**src/rtl/pcb_pkg.sv**
```systemverilog
`timescale 1ns / 1ps
// ---------------------------------------------------------------------------
// pcb_pkg
// Shared field widths, request/result structs and codes for the particle
// cell binning block.
// ---------------------------------------------------------------------------
package pcb_pkg;

  localparam int PID_W      = 12;
  localparam int POS_W      = 24;
  localparam int SCALE_W    = 24;
  localparam int SIDE_W     = 7;
  localparam int OLD_W      = 13;
  localparam int CELL_W     = 12;
  localparam int CNT_W      = 5;
  localparam int CFG_W      = 24;
  localparam int CFG_IDX_W  = 1;
  // fraction bits of the Q8.16 x Q8.16 product
  localparam int PROD_FRAC  = 32;

  localparam logic [SCALE_W-1:0] SCALE_RESET = 24'd6553600;
  localparam logic [SIDE_W-1:0]  SIDE_RESET  = 7'd64;

  localparam logic [CFG_IDX_W-1:0] REG_SCALE = 1'b0;
  localparam logic [CFG_IDX_W-1:0] REG_SIDE  = 1'b1;

  typedef enum logic [1:0] {
    STAT_SAME  = 2'd0,
    STAT_MOVED = 2'd1,
    STAT_FIRST = 2'd2,
    STAT_FULL  = 2'd3
  } status_t;

  typedef struct packed {
    logic [PID_W-1:0] particle_id;
    logic [POS_W-1:0] pos_x;
    logic [POS_W-1:0] pos_y;
  } req_t;

  typedef struct packed {
    status_t          status;
    logic [OLD_W-1:0] old_cell;
    logic [CELL_W-1:0] new_cell;
    logic [CNT_W-1:0] new_count;
  } res_t;

  // cell unit phases
  typedef enum logic [1:0] {
    PH_IDLE,
    PH_X,
    PH_Y,
    PH_SUM
  } cu_phase_t;

  // main sequencer
  typedef enum logic [3:0] {
    S_CLEAR,
    S_IDLE,
    S_CALC,
    S_OLD,
    S_CNT,
    S_RMCNT,
    S_RMLAST,
    S_RMSRCH,
    S_ADDCNT,
    S_PIDRD,
    S_PIDWR,
    S_FIN
  } state_t;

endpackage

```
**src/rtl/pcb_cell_unit.sv**
```systemverilog
`timescale 1ns / 1ps
// ---------------------------------------------------------------------------
// pcb_cell_unit
// Position to cell index: one shared 24x24 multiplier for x then y,
// saturation to the grid side, then x cell * side + y cell.
// ---------------------------------------------------------------------------
module pcb_cell_unit #(
  parameter int MAX_SIDE = 64
) (
  input  logic                                 clk,
  input  logic                                 rst,
  input  logic                                 start,
  input  logic [pcb_pkg::POS_W-1:0]            pos_x,
  input  logic [pcb_pkg::POS_W-1:0]            pos_y,
  input  logic [pcb_pkg::SCALE_W-1:0]          scale,
  input  logic [$clog2(MAX_SIDE+1)-1:0]        side,
  output logic                                 done,
  output logic [$clog2(MAX_SIDE*MAX_SIDE)-1:0] cell_idx
);
  import pcb_pkg::*;

  localparam int SW = $clog2(MAX_SIDE + 1);
  localparam int AW = $clog2(MAX_SIDE);
  localparam int CW = $clog2(MAX_SIDE * MAX_SIDE);
  localparam int PW = POS_W + SCALE_W;
  localparam int IW = PW - PROD_FRAC;

  cu_phase_t       ph, ph_next;
  logic [POS_W-1:0] mul_a;
  logic [PW-1:0]    prod;
  logic [AW-1:0]    cx;
  logic [AW-1:0]    c_sat;

  function automatic logic [AW-1:0] sat_axis(input logic [IW-1:0] c,
                                             input logic [SW-1:0] s);
    logic [SW-1:0] s_last;
    s_last = s - 1'b1;
    return (32'(c) >= 32'(s)) ? AW'(s_last) : AW'(c);
  endfunction

  // phase sequencing
  always_comb begin
    ph_next = ph;
    unique case (ph)
      PH_IDLE: if (start) ph_next = PH_X;
      PH_X:    ph_next = PH_Y;
      PH_Y:    ph_next = PH_SUM;
      PH_SUM:  ph_next = PH_IDLE;
      default: ph_next = PH_IDLE;
    endcase
  end

  // operand select for the shared multiplier
  always_comb begin
    unique case (ph)
      PH_Y:    mul_a = pos_y;
      default: mul_a = pos_x;
    endcase
  end

  assign c_sat = sat_axis(prod[PW-1:PROD_FRAC], side);

  always_ff @(posedge clk) begin
    if (rst) begin
      ph   <= PH_IDLE;
      done <= 1'b0;
    end else begin
      ph   <= ph_next;
      done <= (ph == PH_SUM);
    end
  end

  always_ff @(posedge clk) begin
    prod <= mul_a * scale;
    if (ph == PH_Y) begin
      cx <= c_sat;
    end
    if (ph == PH_SUM) begin
      cell_idx <= CW'(cx) * CW'(side) + CW'(c_sat);
    end
  end

endmodule

```
**config.mk**
```make
export PLATFORM = sky130hd
export DESIGN_NAME = pcb_cell_unit
export DESIGN_NICKNAME = d
export VERILOG_FILES = /design/src/rtl/pcb_pkg.sv /design/src/rtl/pcb_cell_unit.sv
export SDC_FILE = /design/constraint.sdc
export NUM_CORES = 1
export LEC_CHECK = 0
export ABC_AREA = 1
export BUFFER_PORTS_ARGS = -buffer_cell sky130_fd_sc_hd__buf_2
export CAP_MARGIN = 5
export CORE_MARGIN = 2
export CORE_UTILIZATION = 40
export DETAILED_ROUTE_END_ITERATION = 8
export SLEW_MARGIN = 20
export SYNTH_ARGS = -nofsm -noshare
export SYNTH_HDL_FRONTEND = slang
export SYNTH_SLANG_ARGS = --single-unit
export TNS_END_PERCENT = 10
```
**constraint.sdc**
```tcl
create_clock -name clk -period 13.55 [get_ports clk]
set_clock_uncertainty 0.15 [all_clocks]
set_input_delay 2.71 -clock clk [delete_from_list [all_inputs] [get_ports clk]]
set_output_delay 2.71 -clock clk [all_outputs]
set_load 0.01 [all_outputs]
```
==> out/results.tsv <==
metric	value	unit
initial DRC count	1616	
Critical Path Sink	prod[38]$_DFF_P_	
CP max FO	13	
Critical Path End Type	flop	
status	finished clean	
# nets final	3580	
Design Area, Final	23200	um2
total negative slack	0	ns
top cells by area, synth	fa_1 (46%), inv_1 (12%), ha_1 (12%), nand2_1 (8.6%), nor2_1 (6.4%)	
YS warnings	0	
WP data required	13.57	ns
Initial Util	40.6	%
sequential element share of the synthesized area	4.21	%
Hold Vio Cnt, Final	0	
Max clock buf depth	2	
Syn Area/Cell	7.96	um2
Pins Over Slew Limit	0	
worst-case reg-to-reg path depth	28	
drt via density	5.19	
syn nets	3548	
Antenna Nets Post-Route	0	
Syn Std Cell Area	21900	um2
first-pass GRT wire length	111000	um
layout cells sized above 1	6.47	%
asr flop ratio synth	0	%
Die Y	238	um
fmax	103	MHz
Slowest-stage cell, CP	o21ai_2	
area leader, netlist	fa_1	
TritonCTS clock tree	yes	
Rows	85	
most frequent cells after synthesis	inv_1 (728), fa_1 (504), nand2_1 (504)	
router iterations before antenna repair	6	
largest net degree at the start of global routing	32	
hold buffer count at cts	0	
core area	53900	um2
cell count after synthesis	2750	
antenna cells	0	
ys flop type	dfxtp_1	
layout overhead on the synthesized area	5.81	%
Critical Path Max Stage Delay	0.82	ns
Post-CTS Setup Bufs	0	
Yosys cell types	40	
Yosys top cell area share	46.1	%
clock slew at reported path FFs	0.06	ns
clock sink count	37	
clock root buffer	clkbuf_16	
period utilisation layout	71.9	%
top-count cell post-synth	inv_1	
Final setup viols	0	
filler instances	5427	
Setup crit start kind	input port	
DP Area	23000	um2
via count	18048	
max_cap viols	0	
Post-synth EDFFs	18	
Slew HR	27.3	%
initial antenna violation count	2	
GR Layer Usage met2	41.6	%
width of the die	238	um
number of remaining DRC errors	0	
worst skew pair latency	0.29	ns
GR Util met3	4.64	%
Tightest Pin Transition	1.09	ns
Post-DP HPWL	57300	um
kind of critical path	in -> reg	
FF-to-FF Start	ph[0]$_SDFFE_PP0P_	
Tightest Hold Check Type	reg -> reg	
input/output buffers	94	
Overflow after GRT	0	
CTS buffer count	5	
vias in the first global route	20009	
Resized cells post-CTS	0	
CP startpoint	pos_x[19]	
CTS H-tree depth	2	
num ports	95	
Most Crowded Layer GR	met2	
Final Wtd Congestion	0.942	
Yosys reg bits	37	
R2R Path End	prod[38]$_DFF_P_	
reg-to-reg setup timing slack	5.25	ns
routed wire length	68900	um
GRT met1 Usage	34.3	%
worst path arrival time	9.76	ns
die area	56600	um2
Wirelength per Cell	19.8	um
minimum clock period	9.74	ns
RSZ-0062 raised after global routing	no	
all-layer global routing usage	25.6	%
-- sequential cells by signal, summed over array words and instances (netlist names) --
name	cells
ph	2
prod	16
cx	6
done	1
cell_idx	12
-- layer usage --
layer | vias to the layer above | share of wire [%]
li1 | 7989 | -
met1 | 8988 | 41
met2 | 895 | 45
met3 | 174 | 9.9
met4 | 2 | 4.3
met5 | - | 0.028
-- cell type report --
| cell class | count | area, um2 | share of cell area [%] |
|---|---|---|---|
| Clock buffer | 5 | 125 | 0.540 |
| Clock inverter | 3 | 17.5 | 0.0756 |
| Tap cell | 696 | 871 | 3.76 |
| Sequential cell | 37 | 921 | 3.97 |
| Inverter | 741 | 2780 | 12.0 |
| Multi-Input combinational cell | 1879 | 17800 | 76.8 |
| Timing Repair Buffer | 118 | 651 | 2.81 |
-- cell families (layout without fill, tap and decap cells) --
| family | Yosys count | count (layout) | share of synthesized area [%] |
|---|---|---|---|
| compound gates | 161 | 161 | 4.35 |
| xor+xnor | 25 | 25 | 1.00 |
| buf+inv | 834 | 867 | 14.5 |
| flops | 37 | 37 | 4.21 |
| simple gates | 977 | 977 | 17.7 |
| fa+ha+maj | 716 | 716 | 58.2 |
-- how the worst min path moves through the flow --
stage / startpoint / end / slack [ns] / cells past startpoint
floorplan: ph[1]$_SDFFE_PP0P_ / ph[1]$_SDFFE_PP0P_ / 0.35 / 2
finish: ph[1]$_SDFFE_PP0P_ / ph[1]$_SDFFE_PP0P_ / 0.42 / 2
global placement: ph[1]$_SDFFE_PP0P_ / ph[1]$_SDFFE_PP0P_ / 0.37 / 2
detailed placement: ph[1]$_SDFFE_PP0P_ / ph[1]$_SDFFE_PP0P_ / 0.42 / 2
CTS: ph[1]$_SDFFE_PP0P_ / ph[1]$_SDFFE_PP0P_ / 0.43 / 2
global route: ph[1]$_SDFFE_PP0P_ / ph[1]$_SDFFE_PP0P_ / 0.46 / 2
-- layout by cell type (no fill, tap or decap), drive strengths merged, types with 9 or more instances in the layout --
master	count
a21o	10
a21oi	61
buf	118
clkinv	11
dfxtp	19
edfxtp	18
fa	504
ha	212
inv	732
nand2	510
nand3	39
nor2	378
nor3	14
o21ai	61
o21bai	9
or2	22
xor2	17
-- critical path, delay by kind of cell --
family / cells / cell delay (ns)
AO/OA/AOI/OAI: 1 / 0.82
buffers and inverters: 8 / 1.16
AND/OR/NAND/NOR: 9 / 1.39
adder cells (fa/ha/maj): 8 / 3.66
-- stage by stage --
| stage | setup WS (ns) | cells | hold slack (ns) | util [%] |
|---|---|---|---|---|
| 2_1_floorplan | 4.96 | 2750 | 0.348 | - |
| 3_3_place_gp | 3.60 | 3471 | 0.370 | 42.7 |
| 3_5_place_dp | 3.58 | 3471 | 0.417 | 42.7 |
| 4_1_cts | 3.87 | 3479 | 0.427 | 43.0 |
| 5_1_grt | 3.48 | 3479 | 0.464 | 43.0 |
| 6_report | 3.81 | 3479 | 0.424 | 43.0 |
Power is not shown: default switching activity piles up to over one toggle a cycle in this logic, so the estimate is an artifact.
