===== config.mk =====
export PLATFORM = sky130hd
export DESIGN_NAME = pcb_ram
export DESIGN_NICKNAME = d
export VERILOG_FILES = /design/src/rtl/pcb_ram.sv
export SDC_FILE = /design/constraint.sdc
export NUM_CORES = 1
export LEC_CHECK = 0
export ABC_CLOCK_PERIOD_IN_PS = 2100
export BUFFER_PORTS_ARGS = -buffer_cell sky130_fd_sc_hd__buf_2
export CELL_PAD_IN_SITES_DETAIL_PLACEMENT = 2
export CELL_PAD_IN_SITES_GLOBAL_PLACEMENT = 2
export CORE_AREA = 2 2 107 109
export CTS_CLUSTER_SIZE = 8
export DETAILED_ROUTE_END_ITERATION = 10
export DIE_AREA = 0 0 109 111
export MAX_ROUTING_LAYER = met4
export PLACE_DENSITY_LB_ADDON = 0.1
export SETUP_SLACK_MARGIN = 0.4
export SLEW_MARGIN = 10
export SYNTH_ARGS = -nofsm -noshare
export SYNTH_HDL_FRONTEND = slang
export SYNTH_SLANG_ARGS = --single-unit

===== constraint.sdc =====
create_clock -name clk -period 2.1 [get_ports clk]
set_input_delay 0.105 -clock clk [delete_from_list [all_inputs] [get_ports clk]]
set_output_delay 0.105 -clock clk [all_outputs]
set_load 0.03 [all_outputs]

===== src/rtl/pcb_ram.sv =====
`timescale 1ns / 1ps
// ---------------------------------------------------------------------------
// pcb_ram
// Generic simple dual-port RAM: one write port, one read port, registered
// read data.
// ---------------------------------------------------------------------------
module pcb_ram #(
  parameter int WIDTH = 8,
  parameter int DEPTH = 16
) (
  input  logic                     clk,
  input  logic                     we,
  input  logic [$clog2(DEPTH)-1:0] waddr,
  input  logic [WIDTH-1:0]         wdata,
  input  logic [$clog2(DEPTH)-1:0] raddr,
  output logic [WIDTH-1:0]         rdata
);

  logic [WIDTH-1:0] mem [DEPTH];

  always_ff @(posedge clk) begin
    if (we) begin
      mem[waddr] <= wdata;
    end
    rdata <= mem[raddr];
  end

endmodule


==> results.md, run 1 <==
* Outcome: finished, final reports clean
* Req. time, crit path at roughly 2.4 ns
* DR vias at ~2500
* Max FO, Critical Path at 1
* Drt total wl at 12.0 mm
* Post-DR wirelength/cell at between 20 and 30 um
* Pleak at 0.00209 uW
* Final Power at around 6300 uW
* Setup TNS at 0 ns
* Clk buf depth at 2
* Startpoint types: register
* Final setup violation count at 0
* Power per cell area at roughly 1000 mW/mm2
* Post-synth cell types at 19
* Sw Share at approximately 22%
* Worst-margin pin slew at just under 0.6 ns
* Flop pwr share at 48.7%
* Critical Path Sink Type: register
* Area grow syn2layout at 19.1%
* Height of the die at about 110 um
* First-pass GRT wire length at roughly 18 mm
* Hold crit path type: input pin to register
* Die width at roughly 110 um
* Top FF cell, synth: edfxtp_1
* Commonest cells in the synthesized netlist: 128 x edfxtp_1, 18 x mux4_2, 16 x a22oi_1
* Mapped cell area at slightly above 0.005 mm2
* Sequential fraction of the synthesis area at 77.8%
* Synth area leader: edfxtp_1
* Worst Path Class, Setup: register to register
* Switch Pwr at 1360 uW
* Sink Count at between 100 and 150
* Hold Vio Cnt, Final at 0
* Num ports at 26
* Antenna-violating nets left at 0
* Ys Warns at 0
* Comb power frac at under 10%
* Cts repair resizes at 0
* Grt ovf at 0
* DRC Markers at 0
* Clock skew at roughly 0.014 ns
* Fin nets at 304
* Share of the synthesized area in the top cell type at approximately three quarters
* Area occupied by multi-input gates at ~0.0011 mm2
* Vias in the first global route at 2814
* Dominant cells by area after synthesis: edfxtp_1 75%, mux4_2 7.9%, mux4_1 7.1%
* Clock root cell: clkbuf_16
* CTS tree: done
* Seq. cell area at between 0.004 and 0.005 mm2
* Final worst path period need at between 1 and 1.5 ns
* Skew-Pair Late Insertion Delay at 0.41 ns
* CTS Buf Count at 17
* GPL Wtd Cong at about 0.77
* N_diodes at 0
* CTS H-tree depth at 4
* Clock share of power at 46.1%
* Fmax at approximately 0.70 GHz
* Fraction of registers with async set/reset at 0%
* Max-cap violation count at 0
* GRT Overall Usage at between 20% and 30%
* Design internal power at 4910 uW
* Syn Nets at about 250
* Fin crit share at about 68%
* Detailed placement HPWL at around 8 mm
* DR iter-0 viols at about 140
* Max_slew headroom at 60.1%
* Post-Syn Instances at between 200 and 250
* Syn_area_per_cell at roughly 22 um2
* Core area at between 0.01 and 0.015 mm2
* Number of synthesized register bits at approximately 140
* Share of cells above drive strength 1 at about 33%
* Initial DRT Pass Iterations at 4
* Fill cell count at a little over 900
* Via density at approximately 5.6
* Row count at 39
* Most frequent cell after synthesis: edfxtp_1
* Die area at 0.0121 mm2
* Initial antenna violation count at 0
* Peak VDD IR at around 0.6 mV
* Hold-fix buffers, CTS at 0
* Number of flops mapped to enable cells by yosys at about 130
* Fin. max-slew vios at 0
* RSZ-0062 raised after global routing: no
* Clock-pin slew on the worst setup and hold paths at around 0.07 ns
* IO buf count at 25
* Largest net degree at the start of global routing at 17
* Setup bufs post-CTS at 0
* CP arrival at about 1.7 ns
* Initial core utilization at between 40% and 50%
sequential cells by signal, indices dropped and copies added, names as in the netlist:
register and cells:
mem 128, rdata 8
critical path, cell delays in order, from the launching register on:
cell and delay, ns:
edfxtp_1 0.38, mux4_1 0.51, a22oi_1 0.30, nand2_1 0.11
through the flow:
step                hold slack, ns  setup WS, ns  util (%)  cells  area (um2)
CTS                         0.0593         0.647      55.3    442        6130
floorplan                    0.204         0.502         -    229        5150
global route                0.0775         0.561      55.3    442        6130
finish                      0.0773         0.680      55.3    442        6130
global placement             0.491         0.373      50.1    410        5550
detailed placement           0.511         0.302      50.1    410        5550
layout by cell type, fill, tap and decap left out, types with 3 or more instances in the layout:
cell type	instances
nor2_1	13
buf_2	25
buf_4	22
clkbuf_16	17
nor3_1	4
clkinvlp_4	5
nand2_1	9
dfxtp_1	8
a22oi_1	16
mux4_2	18
clkinv_4	3
mux4_1	14
edfxtp_1	128
logic make-up after synthesis:
kind of cell           count (synthesis)  synth area share (%)
buffers and inverters                 10                  1.68
flip-flops                           136                  77.8
AO/OA/AOI/OAI                         16                  2.33
AND/OR/NAND/NOR                       35                  3.18
multiplexers                          32                  15.0
final timing paths:
check	slack, ns	start	cells after the start	to
setup reg to reg	0.68	mem[0][3]	3	rdata[3]
hold / removal	0.08	wdata[7]	1	mem[14][7]
setup / recovery	0.68	mem[0][3]	3	rdata[3]
hold reg to reg	0.70	mem[8][5]	3	rdata[5]
layout make-up:
cell class | instances | area share [%]
clock buffers | 18 | 7.00
clock inverters | 14 | 2.47
flip-flops and latches | 136 | 65.3
repair buffers | 48 | 5.06
well taps | 143 | 2.92
multi-input cells | 83 | 17.2
power by group through the flow:
stage	clock network (uW)	logic (uW)	registers, uW
after floorplan	0	154	3140
after global placement	0	311	3110
after detailed placement	0	331	3110
after CTS	2960	333	3060
after global routing	3060	357	3060
final	2890	327	3060
layer usage:
| layer | vias to the layer above | track usage, % | wire [um] |
|---|---|---|---|
| met4 | 0 | 5.56 | 88 |
| met1 | 1331 | 29.9 | 5110 |
| met2 | 63 | 35.7 | 6420 |
| met5 | - | - | 0 |
| li1 | 1090 | - | - |
| met3 | 8 | 4.82 | 414 |
(Power assumes the default switching activity.)
==> run 2, diff against run 1 <==
- ABC_CLOCK_PERIOD_IN_PS: 2100 -> 1400
- clock period: 2.1 -> 1.4 ns (I/O delays scaled with it)
==> run 2 against run 1 <==
Hold slack got worse by 0.038 ns. First-iteration DRC count rose by 75%. Global-route usage rose by 2.3 points. Final cell count rose by 0.23%. Sequential share of layout area fell by 3.9 points. Clock power rose by 87%. Highest routed layer unchanged. Clock skew fell by 0.0060 ns. Flip-flop and latch count did not move. Die area did not move. Critical endpoint is now rdata[4]. Largest cell class unchanged. Maximum frequency rose by 4.4%. Count of clock-buffer cells in the layout rose by 1. Non-clock buffer count rose by 1.
==> results.md, run 2 (synthesis gave the netlist of run 1 again) <==
* Fin area at between 0.006 and 0.007 mm2
* Via density at roughly 5.6
* Skew-Pair Late Insertion Delay at about 0.42 ns
* RSZ-0062 raised after global routing: yes
* IO buf count at 25
* Clk buf depth at 2
* Register-to-Register Path Depth at 3
* Fin nets at between 300 and 400
* Largest register by flop count: mem
* Initial antenna violation count at 0
* Outcome: finished, final reports clean
* Hold Path Depth at 1
* Vias in the first global route at 2870
* Max FFs per register at about 130
* Grt ovf at 0
* Pleak at ~0.0022 uW
* Core area at approximately 0.011 mm2
* Peak VDD IR at 0.915 mV
* Critical Path Sink Type: register
* Worst path depth at 3
* Met3 Use GR at under 10%
* Max FO, Critical Path at 1
* GRT met2 Usage at roughly two fifths
* Fin. max-slew vios at 0
* Post-DR wirelength/cell at between 20 and 30 um
* Worst-margin pin slew at 0.966 ns
* Slowest stage cell on the critical path: mux4_2
* Clock skew at 0.00759 ns
* Commonest cells after routing, fill and taps aside: 128 x edfxtp_1, 32 x mux4_2, 17 x clkbuf_16, 17 x buf_2
* Global route hottest layer: met2
* Antenna-violating nets left at 0
* Commonest non-fill, non-tap cell in the layout: edfxtp_1
* Initial core utilization at 46.5%
* Largest net degree at the start of global routing at 17
* Drt total wl at roughly 13 mm
* Final setup violation count at 0
* Hold worst-path end: mem[11][2]
* Hold crit path type: input pin to register
* Max_slew headroom at 35.4%
* Die area at approximately 0.012 mm2
* CTS Buf Count at 17
* Die width at between 100 and 150 um
* Buf/Inv on CP at 0
* Clock root cell: clkbuf_16
* GPL Wtd Cong at a little under 0.7
* Area grow syn2layout at 26.7%
* Worst r2r src: mem[0][4]
* Worst Path Class, Setup: register to register
* Req. time, crit path at about 1.7 ns
* N_diodes at 0
* First-pass GRT wire length at 19.5 mm
* Initial DRT Pass Iterations at 4
* Fill cell count at 883
* Fmax at 0.735 GHz
* Num ports at 26
* DR vias at approximately 2500
* Post-Place Worst Slack at -0.147 ns
* Post-DP Area at approximately 0.0057 mm2
* CTS tree: done
* Share of cells above drive strength 1 at between 40% and 50%
* GRT Overall Usage at about a quarter
* CTS H-tree depth at 4
* Height of the die at 111 um
* Row count at 39
* Max-cap violation count at 0
* Setup bufs post-CTS at 0
* Final worst path period need at ~1.4 ns
* CP max stage delay at between 0.4 and 0.5 ns
* Detailed placement HPWL at approximately 8.3 mm
* Met1 Usage GRT at a little under a third
* Fin crit share at between 90% and 100%
* Startpoint types: register
* DRC Markers at 0
* DR iter-0 viols at 249
* Power per cell area at 1630 mW/mm2
* Regs by FF count: mem x128, rdata x8
* CP cell instances: mux4_2 -> a22oi_1 -> nand2_1
* CP top delay family: multiplexers
* Clock-pin slew on the worst setup and hold paths at 0.06 ns
* CP arrival at between 1.5 and 2 ns
* Post-layout util at around 60%
* Reg2reg end: rdata[4]
* Hold Vio Cnt, Final at 0
* Worst setup margin at between 0.04 and 0.05 ns
* Hold_sp: wdata[2]
* Hold-fix buffers, CTS at 0
* Worst reg2reg setup slack at just over 0.04 ns
* Sink Count at 136
[run 2: cell count changes in the layout (fill, tap and decap cells not counted), moves of 4 or more]
cell,delta
mux4_1,-14
mux4_2,+14
buf_12,+13
nor2_1,-9
buf_2,-8
buf_4,-8
nor2_2,+8
a22oi_1,-6
a22oi_2,+6
bufinv_16,+6
buf_6,+4
nor3_1,-4
[run 2: cell type report]
cell class / instances / area, um2 / area share [%]
Clock buffer: 19 / 443 / 6.79
Clock inverter: 13 / 273 / 4.18
Multi-Input combinational cell: 83 / 1100 / 16.9
Sequential cell: 136 / 4010 / 61.5
Tap cell: 143 / 179 / 2.74
Timing Repair Buffer: 49 / 515 / 7.90
[run 2: power breakdown]
group,switching (uW),total (uW),leakage (uW),internal [uW]
registers,41.5,4600,0.00122,4560
clock network,1670,5410,0.000339,3740
logic,343,595,0.000610,252
total,2050,10600,0.00217,8550
[run 2: metrics by stage]
step	power (uW)	setup TNS (ns)	hold slack (ns)	instances
2_1_floorplan	4970	0	0.169	229
3_3_place_gp	5200	-0.356	0.459	411
3_5_place_dp	5240	-0.700	0.478	411
4_1_cts	10700	0	0.0320	443
5_1_grt	10900	0	0.0371	443
6_report	10600	0	0.0392	443
[run 2: what timing repair did]
action,in CTS,in global routing
resized for setup,18,4
pin swaps,4,0
endpoints found under the setup margin,15,12
[run 2: per-layer routing]
metal	part of all wire, %	vias to the layer above
met5	0	-
met1	40	1326
met4	1.7	0
li1	-	1079
met2	54	73
met3	4.4	18
[run 2: worst reg2reg max path: stages, from the launching register on]
cell and delay, ns:
edfxtp_1 0.42, mux4_2 0.49, a22oi_1 0.21, nand2_1 0.11
[run 2: worst max-delay path by stage]
stage                     slack (ns)  startpoint        end
after floorplan                 0.23    waddr[2]  mem[0][0]
after global placement         -0.09    raddr[0]   rdata[6]
after detailed placement       -0.15    raddr[0]   rdata[3]
after CTS                       0.03   mem[9][4]   rdata[4]
after global routing           0.004  mem[11][4]   rdata[4]
final                           0.04   mem[0][4]   rdata[4]
==> run 3, diff against run 2 <==
- ABC_AREA: unset -> 1
- BUFFER_PORTS_ARGS: -buffer_cell sky130_fd_sc_hd__buf_2 -> -buffer_cell sky130_fd_sc_hd__clkbuf_2
- CORE_AREA: 2 2 107 109 -> 2 2 124 126
- DIE_AREA: 0 0 109 111 -> 0 0 126 128
- GPL_ROUTABILITY_DRIVEN: unset -> 0
==> run 3 against run 2 <==
Combinational power grew 28%. Wire length grew 29%. Clock skew is essentially flat. Largest power group is now sequential cells. Hold slack gained 0.068 ns. Final cell count grew 80%. Register-to-register slack gained 0.35 ns. Count of clock-buffer cells in the layout is the same. Critical path type unchanged. Design area grew 8.3%. Global-route usage shrank 2.1 points.
==> results.md, run 3 <==
* Hold_sp: wdata[1]
* Detailed placement HPWL at about 10 mm
* Fraction of registers with async set/reset at 0%
* Sw Share at around 22%
* Core area at ~0.015 mm2
* Max FFs per register at 128
* Worst Path Class, Setup: register to register
* Synth area leader: edfxtp_1
* Hold Vio Cnt, Final at 0
* Hold Path Depth at 1
* Max-cap violation count at 0
* Max FO, Critical Path at 1
* Sink Count at roughly 140
* Row count at 45
* DR vias at ~4000
* Clock share of power at around 45%
* Largest register by flop count: mem
* N_diodes at 0
* Worst reg2reg setup slack at around 0.39 ns
* Largest net degree at the start of global routing at 65
* Hold-fix buffers, CTS at 0
* Fin crit share at slightly above 70%
* Fin nets at 616
* Power per cell area at around 1400 mW/mm2
* Share of cells above drive strength 1 at 20.1%
* Critical Path Sink Type: register
* Ys Warns at 0
* Max_slew headroom at between 60% and 70%
* Skew-Pair Late Insertion Delay at 0.44 ns
* Vias in the first global route at approximately 4500
* Register-to-Register Path Depth at 6
* Hold worst-path end: mem[4][1]
* Sequential fraction of the synthesis area at a little over two thirds
* CP arrival at 1.34 ns
* Post-DR wirelength/cell at roughly 21 um
* CTS Buf Count at 17
* Startpoint types: register
* Number of flops mapped to enable cells by yosys at around 130
* Post-layout util at 47.5%
* Worst setup margin at a little under 0.4 ns
* Number of synthesized register bits at 136
* Hold crit path type: input pin to register
* Top FF cell, synth: edfxtp_1
* IO buf count at 25
* Num ports at 26
* Initial core utilization at approximately two fifths
* DRC Markers at 0
* Area grow syn2layout at 22.5%
* Reg2reg end: rdata[0]
* Dominant cells by area after synthesis: edfxtp_1 67%, nand2_1 11%, nand3_1 8.4%
* Grt ovf at 0
* Peak VDD IR at approximately 0.85 mV
* Clock skew at roughly 0.0076 ns
* Post-synth cell types at 12
* Outcome: finished, final reports clean
* RSZ-0062 raised after global routing: yes
* Clk buf depth at 2
* Die area at 0.0161 mm2
* Pleak at slightly above 0.003 uW
* Most frequent cell after synthesis: nand2_1
* CTS H-tree depth at 4
* Fill cell count at 1537
* Initial antenna violation count at 0
* Worst-margin pin slew at between 0.5 and 0.6 ns
* Share of the synthesized area in the top cell type at between 60 and 70%
* Comb power frac at roughly 7.8%
* Flop pwr share at a little under half
* Fmax at between 0.9 and 1 GHz
* Clock root cell: clkbuf_16
* Via density at between 5 and 6
* Mapped cell area at 0.00577 mm2
* Post-Place Worst Slack at 0.204 ns
* Worst r2r src: mem[7][0]
* Commonest cells in the synthesized netlist: 173 x nand2_1, 128 x edfxtp_1, 100 x inv_1
* Fin. max-slew vios at 0
* Antenna-violating nets left at 0
* Setup TNS at 0 ns
* Syn Nets at 569
* Design internal power at about 7600 uW
* Req. time, crit path at 1.72 ns
* Final worst path period need at about 1 ns
* Syn_area_per_cell at about 10 um2
* First-pass GRT wire length at 25.6 mm
* Commonest non-fill, non-tap cell in the layout: nand2_1
* Post-Syn Instances at ~550
* Switch Pwr at roughly 2200 uW
* GRT Overall Usage at between 20% and 30%
* CTS tree: done
* Height of the die at between 100 and 150 um
* Commonest cells after routing, fill and taps aside: 169 x nand2_1, 128 x edfxtp_1, 95 x inv_1
* Drt total wl at between 15 and 20 mm
* Final setup violation count at 0
* Initial DRT Pass Iterations at 4
* Clock-pin slew on the worst setup and hold paths at approximately 0.060 ns
* DR iter-0 viols at 231
* Regs by FF count: mem x128, rdata x8
* Die width at around 130 um
-- run 3: layer usage --
| metal | wire (um) | track usage, % | vias to the layer above |
|---|---|---|---|
| met2 | 8670 | 38.7 | 61 |
| met1 | 7320 | 26.1 | 2061 |
| met3 | 446 | 4.51 | 30 |
| li1 | - | - | 1869 |
| met4 | 359 | 9.37 | 0 |
| met5 | 0 | - | - |
-- run 3: worst max path at each step --
stage | startpoint | end | slack [ns]
after detailed placement | waddr[2] | mem[11][5] | 0.20
after CTS | rdata[2] | rdata[2] | 0.38
final | mem[7][0] | rdata[0] | 0.39
after global routing | mem[3][4] | rdata[4] | 0.34
after global placement | raddr[1] | rdata[7] | 0.20
after floorplan | waddr[2] | mem[10][0] | 0.38
-- run 3: critical path, cell delays in order (launching register included) --
cell      delay, ns
edfxtp_1       0.37
inv_1          0.07
nand2_1        0.06
nand3_1        0.12
nand3_1        0.11
nand3_2        0.11
nand2_1        0.07
-- run 3: layout make-up --
| type | count | area [um2] | share of cell area, % |
|---|---|---|---|
| Clock buffer | 19 | 433 | 6.13 |
| Clock inverter | 13 | 135 | 1.91 |
| Inverter | 102 | 383 | 5.42 |
| Multi-Input combinational cell | 289 | 1380 | 19.6 |
| Sequential cell | 136 | 4010 | 56.8 |
| Tap cell | 188 | 235 | 3.33 |
| Timing Repair Buffer | 52 | 479 | 6.78 |
-- run 3: cell families after synthesis --
logic type    count (synthesis)  share of synthesized area [%]
buf+inv                     126                           9.52
flops                       136                           69.4
simple gates                289                           21.0
-- run 3: power groups by stage --
stage	Combinational, uW	Clock (uW)	Sequential (uW)
CTS	728	4470	4590
finish	760	4390	4600
detailed placement	667	0	4670
floorplan	321	0	4710
global placement	644	0	4670
global route	830	4590	4610
-- run 3: through the flow --
stage	instance area, um2	total power [uW]	hold WS [ns]	instances
after detailed placement	6240	5340	0.517	767
after floorplan	5770	5030	0.169	551
after CTS	6930	9790	0.0991	799
after global placement	6240	5310	0.516	767
after global routing	7060	10000	0.135	799
final	7060	9750	0.107	799
-- run 3: timing repair --
item                       4_1_cts  5_1_grt
resized for setup               31       38
pin swaps                        1       17
setup buffers                    0        0
setup endpoints to repair       14       14
